## src/rtl/lcgx_pkg.sv

```systemverilog
`timescale 1ns / 1ps
// Shared types and constants for the LCG keystream XOR cipher.
// Used by the controller, the datapath and the top level.
package lcgx_pkg;

  localparam int WordW  = 32;
  localparam int ByteW  = 8;
  localparam int CfgIdxW = 2;
  localparam int CntW   = $clog2(WordW);

  localparam logic [CfgIdxW-1:0] CFG_SEED = 2'd0;
  localparam logic [CfgIdxW-1:0] CFG_MULT = 2'd1;
  localparam logic [CfgIdxW-1:0] CFG_INCR = 2'd2;
  localparam logic [CfgIdxW-1:0] CFG_MOD  = 2'd3;

  localparam logic [WordW-1:0] MOD_RESET = 32'd1;
  localparam logic [ByteW-1:0] LOW_BYTE_MASK = 8'hFF;

  typedef enum logic [1:0] {
    ST_IDLE,
    ST_MUL,
    ST_ADD,
    ST_DIV
  } state_t;

  // controller -> datapath
  typedef struct packed {
    logic pend_load;  // latch keystream word and result byte of an accepted transfer
    logic out_load;   // move pending byte into the output register
    logic mul;        // register the wrapped product
    logic add;        // form the sum and seed the divider
    logic store_sum;  // modulus zero: sum is the next word
    logic div_step;   // one restoring remainder step
    logic div_last;   // last step: write the remainder back as the next word
  } cmd_t;

  // datapath -> controller
  typedef struct packed {
    logic mod_zero;
  } status_t;

endpackage

```

## src/rtl/lcg_keystream_xor_cipher_unit.sv

```systemverilog
`timescale 1ns / 1ps
// LCG keystream XOR cipher, top level: controller plus datapath.
// Depends on lcgx_pkg, lcgx_ctrl and lcgx_datapath.
//
// Usage:
//   Input channel (in_valid / in_stall) carries one text byte and a restart
//   flag; restart loads the seed as the keystream word for that byte.
//   Output channel (out_valid / out_stall) returns the byte XOR the low byte
//   of the keystream word, one result per input, in order.
//   Configuration: write cfg_wdata to register cfg_index (0 seed, 1 multiplier,
//   2 increment, 3 modulus) with cfg_we; write only while the block is idle.
// Sequence:
//   out_valid rises once the result byte has moved from the pending byte
//   register into the output register. The next input is taken only after
//   the accept, the 32x32 multiply, the add and the bit-serial remainder unit
//   (skipped when the modulus is zero) are done and the pending byte has
//   moved into the output register.
// Reset (rst_n low, synchronous) clears the keystream word, loads the
// register reset values and empties the output. While the receiver stalls
// the result holds; one more result waits internally, then the input stalls.
module lcg_keystream_xor_cipher_unit (
  input  logic                         clk,
  input  logic                         rst_n,
  input  logic                         cfg_we,
  input  logic [lcgx_pkg::CfgIdxW-1:0] cfg_index,
  input  logic [lcgx_pkg::WordW-1:0]   cfg_wdata,
  input  logic                         in_valid,
  output logic                         in_stall,
  input  logic [lcgx_pkg::ByteW-1:0]   in_text_byte,
  input  logic                         in_restart,
  output logic                         out_valid,
  input  logic                         out_stall,
  output logic [lcgx_pkg::ByteW-1:0]   out_byte
);
  import lcgx_pkg::*;

  cmd_t    cmd;
  status_t status;

  lcgx_ctrl u_ctrl (
    .clk       (clk),
    .rst_n     (rst_n),
    .in_valid  (in_valid),
    .in_stall  (in_stall),
    .out_valid (out_valid),
    .out_stall (out_stall),
    .status    (status),
    .cmd       (cmd)
  );

  lcgx_datapath u_datapath (
    .clk          (clk),
    .rst_n        (rst_n),
    .cfg_we       (cfg_we),
    .cfg_index    (cfg_index),
    .cfg_wdata    (cfg_wdata),
    .in_text_byte (in_text_byte),
    .in_restart   (in_restart),
    .out_byte     (out_byte),
    .cmd          (cmd),
    .status       (status)
  );

endmodule

```

## src/rtl/lcgx_ctrl.sv

```systemverilog
`timescale 1ns / 1ps
// Controller of the LCG keystream XOR cipher: sequencing of the
// multiply, add and bit-serial remainder, and the output handshake. Uses lcgx_pkg.
module lcgx_ctrl (
  input  logic            clk,
  input  logic            rst_n,
  input  logic            in_valid,
  output logic            in_stall,
  output logic            out_valid,
  input  logic            out_stall,
  input  lcgx_pkg::status_t status,
  output lcgx_pkg::cmd_t    cmd
);
  import lcgx_pkg::*;

  state_t          state_r, state_nxt;
  logic [CntW-1:0] cnt_r, cnt_nxt;
  logic            pend_valid_r, pend_valid_nxt;
  logic            out_valid_r, out_valid_nxt;
  logic            accept;
  logic            out_free;
  logic            last_step;

  assign in_stall  = (state_r != ST_IDLE) || pend_valid_r;
  assign accept    = in_valid && !in_stall;
  assign out_free  = !out_valid_r || !out_stall;
  assign out_valid = out_valid_r;
  assign last_step = (cnt_r == CntW'(WordW - 1));

  always_comb begin
    state_nxt = state_r;
    cnt_nxt   = cnt_r;
    unique case (state_r)
      ST_IDLE: begin
        if (accept) state_nxt = ST_MUL;
      end
      ST_MUL: begin
        state_nxt = ST_ADD;
      end
      ST_ADD: begin
        cnt_nxt   = '0;
        state_nxt = status.mod_zero ? ST_IDLE : ST_DIV;
      end
      ST_DIV: begin
        cnt_nxt = cnt_r + CntW'(1);
        if (last_step) state_nxt = ST_IDLE;
      end
      default: state_nxt = ST_IDLE;
    endcase
  end

  always_comb begin
    cmd           = '0;
    cmd.pend_load = accept;
    cmd.out_load  = pend_valid_r && out_free;
    unique case (state_r)
      ST_IDLE: ;
      ST_MUL:  cmd.mul = 1'b1;
      ST_ADD: begin
        cmd.add       = 1'b1;
        cmd.store_sum = status.mod_zero;
      end
      ST_DIV: begin
        cmd.div_step = 1'b1;
        cmd.div_last = last_step;
      end
      default: ;
    endcase
  end

  always_comb begin
    pend_valid_nxt = pend_valid_r;
    if (accept) pend_valid_nxt = 1'b1;
    else if (cmd.out_load) pend_valid_nxt = 1'b0;
    // hold the output while the receiver stalls, refill from the pending byte
    out_valid_nxt = cmd.out_load ? 1'b1 : (out_valid_r && out_stall);
  end

  always_ff @(posedge clk) begin
    if (!rst_n) begin
      state_r      <= ST_IDLE;
      cnt_r        <= '0;
      pend_valid_r <= 1'b0;
      out_valid_r  <= 1'b0;
    end else begin
      state_r      <= state_nxt;
      cnt_r        <= cnt_nxt;
      pend_valid_r <= pend_valid_nxt;
      out_valid_r  <= out_valid_nxt;
    end
  end

endmodule

```

## src/rtl/lcgx_datapath.sv

```systemverilog
`timescale 1ns / 1ps
// Datapath of the LCG keystream XOR cipher: configuration registers, keystream
// word, multiplier, adder, restoring remainder unit and byte registers. Uses lcgx_pkg.
module lcgx_datapath (
  input  logic                        clk,
  input  logic                        rst_n,
  input  logic                        cfg_we,
  input  logic [lcgx_pkg::CfgIdxW-1:0] cfg_index,
  input  logic [lcgx_pkg::WordW-1:0]  cfg_wdata,
  input  logic [lcgx_pkg::ByteW-1:0]  in_text_byte,
  input  logic                        in_restart,
  output logic [lcgx_pkg::ByteW-1:0]  out_byte,
  input  lcgx_pkg::cmd_t              cmd,
  output lcgx_pkg::status_t           status
);
  import lcgx_pkg::*;

  logic [WordW-1:0] seed_r, mult_r, incr_r, mod_r;
  logic [WordW-1:0] word_r, word_nxt;
  logic [WordW-1:0] opnd_r;
  logic [WordW-1:0] prod_r;
  logic [WordW-1:0] dvd_r;
  logic [WordW-1:0] rem_r, rem_nxt;
  logic [ByteW-1:0] pend_byte_r;
  logic [ByteW-1:0] out_byte_r;
  logic [WordW-1:0] word_cur;
  logic [WordW-1:0] sum;
  logic [WordW:0]   trial;
  logic [WordW:0]   diff;

  assign status.mod_zero = (mod_r == '0);
  assign out_byte        = out_byte_r;

  assign word_cur = in_restart ? seed_r : word_r;
  assign sum      = prod_r + incr_r;

  // restoring step: bring in the next dividend bit, subtract when it fits
  assign trial = {rem_r, dvd_r[WordW-1]};
  assign diff  = trial - {1'b0, mod_r};
  assign rem_nxt = diff[WordW] ? trial[WordW-1:0] : diff[WordW-1:0];

  always_comb begin
    word_nxt = word_r;
    if (cmd.pend_load) word_nxt = word_cur;
    else if (cmd.store_sum) word_nxt = sum;
    else if (cmd.div_last) word_nxt = rem_nxt;
  end

  always_ff @(posedge clk) begin
    if (!rst_n) begin
      seed_r <= '0;
      mult_r <= '0;
      incr_r <= '0;
      mod_r  <= MOD_RESET;
      word_r <= '0;
    end else begin
      word_r <= word_nxt;
      if (cfg_we) begin
        unique case (cfg_index)
          CFG_SEED: seed_r <= cfg_wdata;
          CFG_MULT: mult_r <= cfg_wdata;
          CFG_INCR: incr_r <= cfg_wdata;
          CFG_MOD:  mod_r  <= cfg_wdata;
          default:  ;
        endcase
      end
    end
  end

  always_ff @(posedge clk) begin
    if (cmd.pend_load) begin
      opnd_r      <= word_cur;
      pend_byte_r <= in_text_byte ^ (word_cur[ByteW-1:0] & LOW_BYTE_MASK);
    end
    if (cmd.out_load) out_byte_r <= pend_byte_r;
    if (cmd.mul) prod_r <= WordW'(mult_r * opnd_r);
    if (cmd.add) begin
      dvd_r <= sum;
      rem_r <= '0;
    end else if (cmd.div_step) begin
      dvd_r <= {dvd_r[WordW-2:0], 1'b0};
      rem_r <= rem_nxt;
    end
  end

endmodule
```

## config.mk

```make
export PLATFORM = sky130hd
export DESIGN_NAME = lcg_keystream_xor_cipher_unit
export DESIGN_NICKNAME = d
export VERILOG_FILES = /design/src/rtl/lcgx_pkg.sv /design/src/rtl/lcg_keystream_xor_cipher_unit.sv /design/src/rtl/lcgx_ctrl.sv /design/src/rtl/lcgx_datapath.sv
export SDC_FILE = /design/constraint.sdc
export NUM_CORES = 2
export LEC_CHECK = 0
export CORE_MARGIN = 2
export CORE_UTILIZATION = 39
export DETAILED_ROUTE_END_ITERATION = 8
export DONT_BUFFER_PORTS = 1
export PLACE_DENSITY_LB_ADDON = 0.25
export SYNTH_ARGS = -nofsm -noshare
export SYNTH_HDL_FRONTEND = slang
export SYNTH_SLANG_ARGS = --single-unit
```

## constraint.sdc

```tcl
create_clock -name clk -period 8.75 [get_ports clk]
set_input_delay 0.4375 -clock clk [delete_from_list [all_inputs] [get_ports clk]]
set_output_delay 0.4375 -clock clk [all_outputs]
set_load 0.05 [all_outputs]
```

==> metrics.md <==
| Metric | Value |
|---|---|
| Starting Density | `0.3926` |
| Commonest non-fill, non-tap cell in the layout | `nand2_1` |
| Detailed Place HPWL | `73330 µm` |
| Setup TNS | `0 ps` |
| Status | `finished, final reports clean` |
| Final Wtd Congestion | `0.8661` |
| Critical Path AT | `8070 ps` |
| Gr ovfl total | `0` |
| Number of buffers created by CTS | `35` |
| EDFF count, synth | `112` |
| Post-synthesis mux area share | `0.01624` |
| Worst Setup End Kind | `register` |
| Vias/cell | `5.222` |
| Number of nets in the layout | `4023` |
| Crit path time final | `7788 ps` |
| CP required | `9040 ps` |
| Synth warn | `0` |
| Fraction of layout cells with a size suffix above 1 | `0.04906` |
| Mean Syn Cell Area | `9.107 µm²` |
| # diodes | `0` |
| Mapped Cells | `3461` |
| Post-synthesis net count | `4107` |
| XOR/XNOR Fraction of Synth Area | `0.04085` |
| Syn-to-layout area delta | `7.423%` |
| Die height | `288.3 µm` |
| Rows | `104` |
| Width of the die | `288.3 µm` |
| Routed Wire Length | `93640 µm` |
| Drt pass-1 iters | `5` |
| Later-pin clock latency in the skew report | `550 ps` |
| Worst IR drop on VDD | `0.0002821 V` |
| CP Max Fanout | `27` |
| Die Area | `0.08311 mm²` |
| Antenna-violating nets left | `0` |
| Finished Core Util | `0.4217` |
| Critical path type | `register to register` |
| Hold WS | `26.32 ps` |
| Post_cts resized | `0` |
| CORE AREA | `0.08029 mm²` |
| Worst slack, placed | `996.7 ps` |
| Simple-Gate Fraction of Synth Area | `0.1740` |
| Slew Limit Headroom | `0.1562` |
| 1st-iter DRT viols | `1720` |
| CP startpoint kind | `register` |
| Hold WC Path Type | `input pin to register` |
| Skew final | `29.36 ps` |
| Largest family of logic cells by synthesized area | `adder cells` |
| Synth Flop Type | `dfxtp_1` |
| Tcrit/Tclk final | `0.8901` |
| Total GRT Usage | `0.2308` |
| Vias in the first global route | `24290` |
| Routed len/inst | `20.98 µm` |
| Root Buffer | `clkbuf_16` |
| Commonest non-fill, non-tap cells in the layout | `552 x nand2_1, 465 x inv_1, 410 x fa_1` |
| Unique masters post-synth | `84` |
| Synth Area in Adders | `0.3350` |
| Pwr/cell area | `226.6 mW/mm²` |
| CTS tree | `done` |
| Worst-margin pin slew | `1261 ps` |
| Static leakage power | `14.74 nW` |
| Fin worst setup slack | `961.7 ps` |
| Largest net degree at the start of global routing | `177` |
| Final Hold Vio Count | `0` |
| Mapped Area | `0.03152 mm²` |
| Via count | `23310` |
| I/O pin cnt | `58` |
| Compound-Gate Fraction of Synth Area | `0.1216` |
| Port Buffers | `0` |
| Final setup viols | `0` |
| Post-route DRC | `0` |
| First-pass GRT wire length | `146600 µm` |
| Clk sinks | `313` |
| Clk buf depth | `3` |
| Initial antenna violation count | `3` |
| Final slew viol count | `0` |
| Max-cap violations | `0` |
| Sequential area share after synthesis | `0.2344` |
| Yosys reg bits | `313` |
| Max H-tree Level | `2` |
| Max Freq | `128.4 MHz` |
| Share of flip-flops with an asynchronous set or reset | `0` |
| CTS clk-pin slew, worst paths | `70 ps` |
| RSZ-0062 raised after global routing | `no` |
-- state kept, by name, indices dropped and copies added (netlist names), 5 cells and up --
register                count
u_datapath.out_byte         8
u_datapath.incr_r          32
u_datapath.mod_r           32
u_datapath.seed_r          32
u_datapath.opnd_r          32
u_ctrl.cnt_r                5
u_datapath.rem_r           32
u_datapath.pend_byte_r      8
u_datapath.prod_r          32
u_datapath.word_r          32
u_datapath.mult_r          32
u_datapath.dvd_r           32
-- cell families after synthesis --
| family | after synthesis |
|---|---|
| AO/OA/AOI/OAI | 575 |
| XOR/XNOR | 147 |
| adder cells (fa/ha/maj) | 598 |
| buffers and inverters | 650 |
| flip-flops | 313 |
| multiplexers | 48 |
| AND/OR/NAND/NOR | 1130 |
-- final timing paths --
path                                        endpoint  depth (start not counted)                                 from  slack, ps
setup / recovery     u_datapath.prod_r[30]$_DFFE_PN_                         23       u_datapath.opnd_r[5]$_DFFE_PP_        960
hold / removal    u_datapath.seed_r[20]$_SDFFE_PN0P_                          2                        cfg_wdata[20]         30
setup reg to reg     u_datapath.prod_r[30]$_DFFE_PN_                         23       u_datapath.opnd_r[5]$_DFFE_PP_        960
hold reg to reg     u_datapath.out_byte[2]$_DFFE_PP_                          0  u_datapath.pend_byte_r[2]$_DFFE_PP_        430
-- layout make-up --
type	count	area, µm²
fill	7945	46430
tap	1060	1326
multi-input combinational	2498	21700
clock buffer	49	1023
sequential	313	7388
clock inverter	15	196.4
inverter	466	1749
timing repair buffer	63	475.5
-- worst max-delay path: stages (launching register included) --
cell and delay (ps):
edfxtp_1 720, and2_1 330, fa_1 570, fa_1 450, fa_1 520, inv_1 60, fa_1 480, inv_1 60
fa_1 500, inv_1 60, fa_1 530, inv_1 50, fa_1 510, fa_1 440, ha_1 330, nor2b_1 160
or4_1 460, o21ai_0 90, a21oi_1 100, a311oi_1 380, o21ai_1 150, a31o_2 260, a41oi_1 240, xnor2_1 90
-- layer usage --
metal,routed length (µm),part of all wire,GRT usage
met1,41950,0.45,0.3157
met2,42960,0.46,0.3763
met3,5393,0.058,0.03286
met4,3313,0.035,0.07655
met5,27,0.00029,0
-- stage by stage --
stage / power, W / std cells / cell area, µm²
final: 0.007672 / 4464 / 33860
after global routing: 0.008165 / 4464 / 33860
after CTS: 0.007662 / 4464 / 33860
after detailed placement: 0.006040 / 4399 / 32630
after global placement: 0.006051 / 4399 / 32630
after floorplan: 0.004863 / 3461 / 31520
-- Yosys cell counts, types with 5 or more instances --
cell	n	area (µm²)
o2bb2ai_1	6	52.55
o21bai_1	10	75.07
o221ai_1	9	78.83
a211oi_1	12	90.09
a31oi_1	11	68.82
nor2_1	69	259.0
a21boi_0	134	1006
edfxtp_1	112	3363
nor3_1	42	210.2
nor2b_1	17	106.4
a21o_1	45	337.8
mux2i_1	23	230.2
nor3b_1	5	37.54
o21a_1	13	97.59
a21oi_1	115	575.6
nand2_1	552	2072
fa_1	410	8208
and2_1	337	2108
mux2_2	25	281.5
dfxtp_1	201	4024
nand4_1	6	37.54
nand3_1	22	110.1
o21ai_1	30	150.1
and3_1	22	137.6
clkbuf_1	175	656.9
a311oi_1	6	52.55
a211o_1	6	52.55
xnor2_1	111	972.2
o21ai_0	95	475.5
ha_1	188	2352
or3_1	5	31.28
inv_1	466	1749
o211ai_1	14	105.1
a221oi_1	5	43.79
xor2_1	36	315.3
o22ai_1	9	56.30
nor4_1	16	100.1
nand2b_1	18	112.6
-- report_power, final --
part	total [W]	internal [W]	switching, W
registers	0.00195	0.00175	0.000207
logic	0.00414	0.00157	0.00257
clock network	0.00158	0.000943	0.000634
-- what timing repair did --
action                                 CTS  global route
buffers inserted                         0             0
endpoints found under the hold margin    1             0
hold buffers                             1             0
Power figures use the tool's default switching activity.
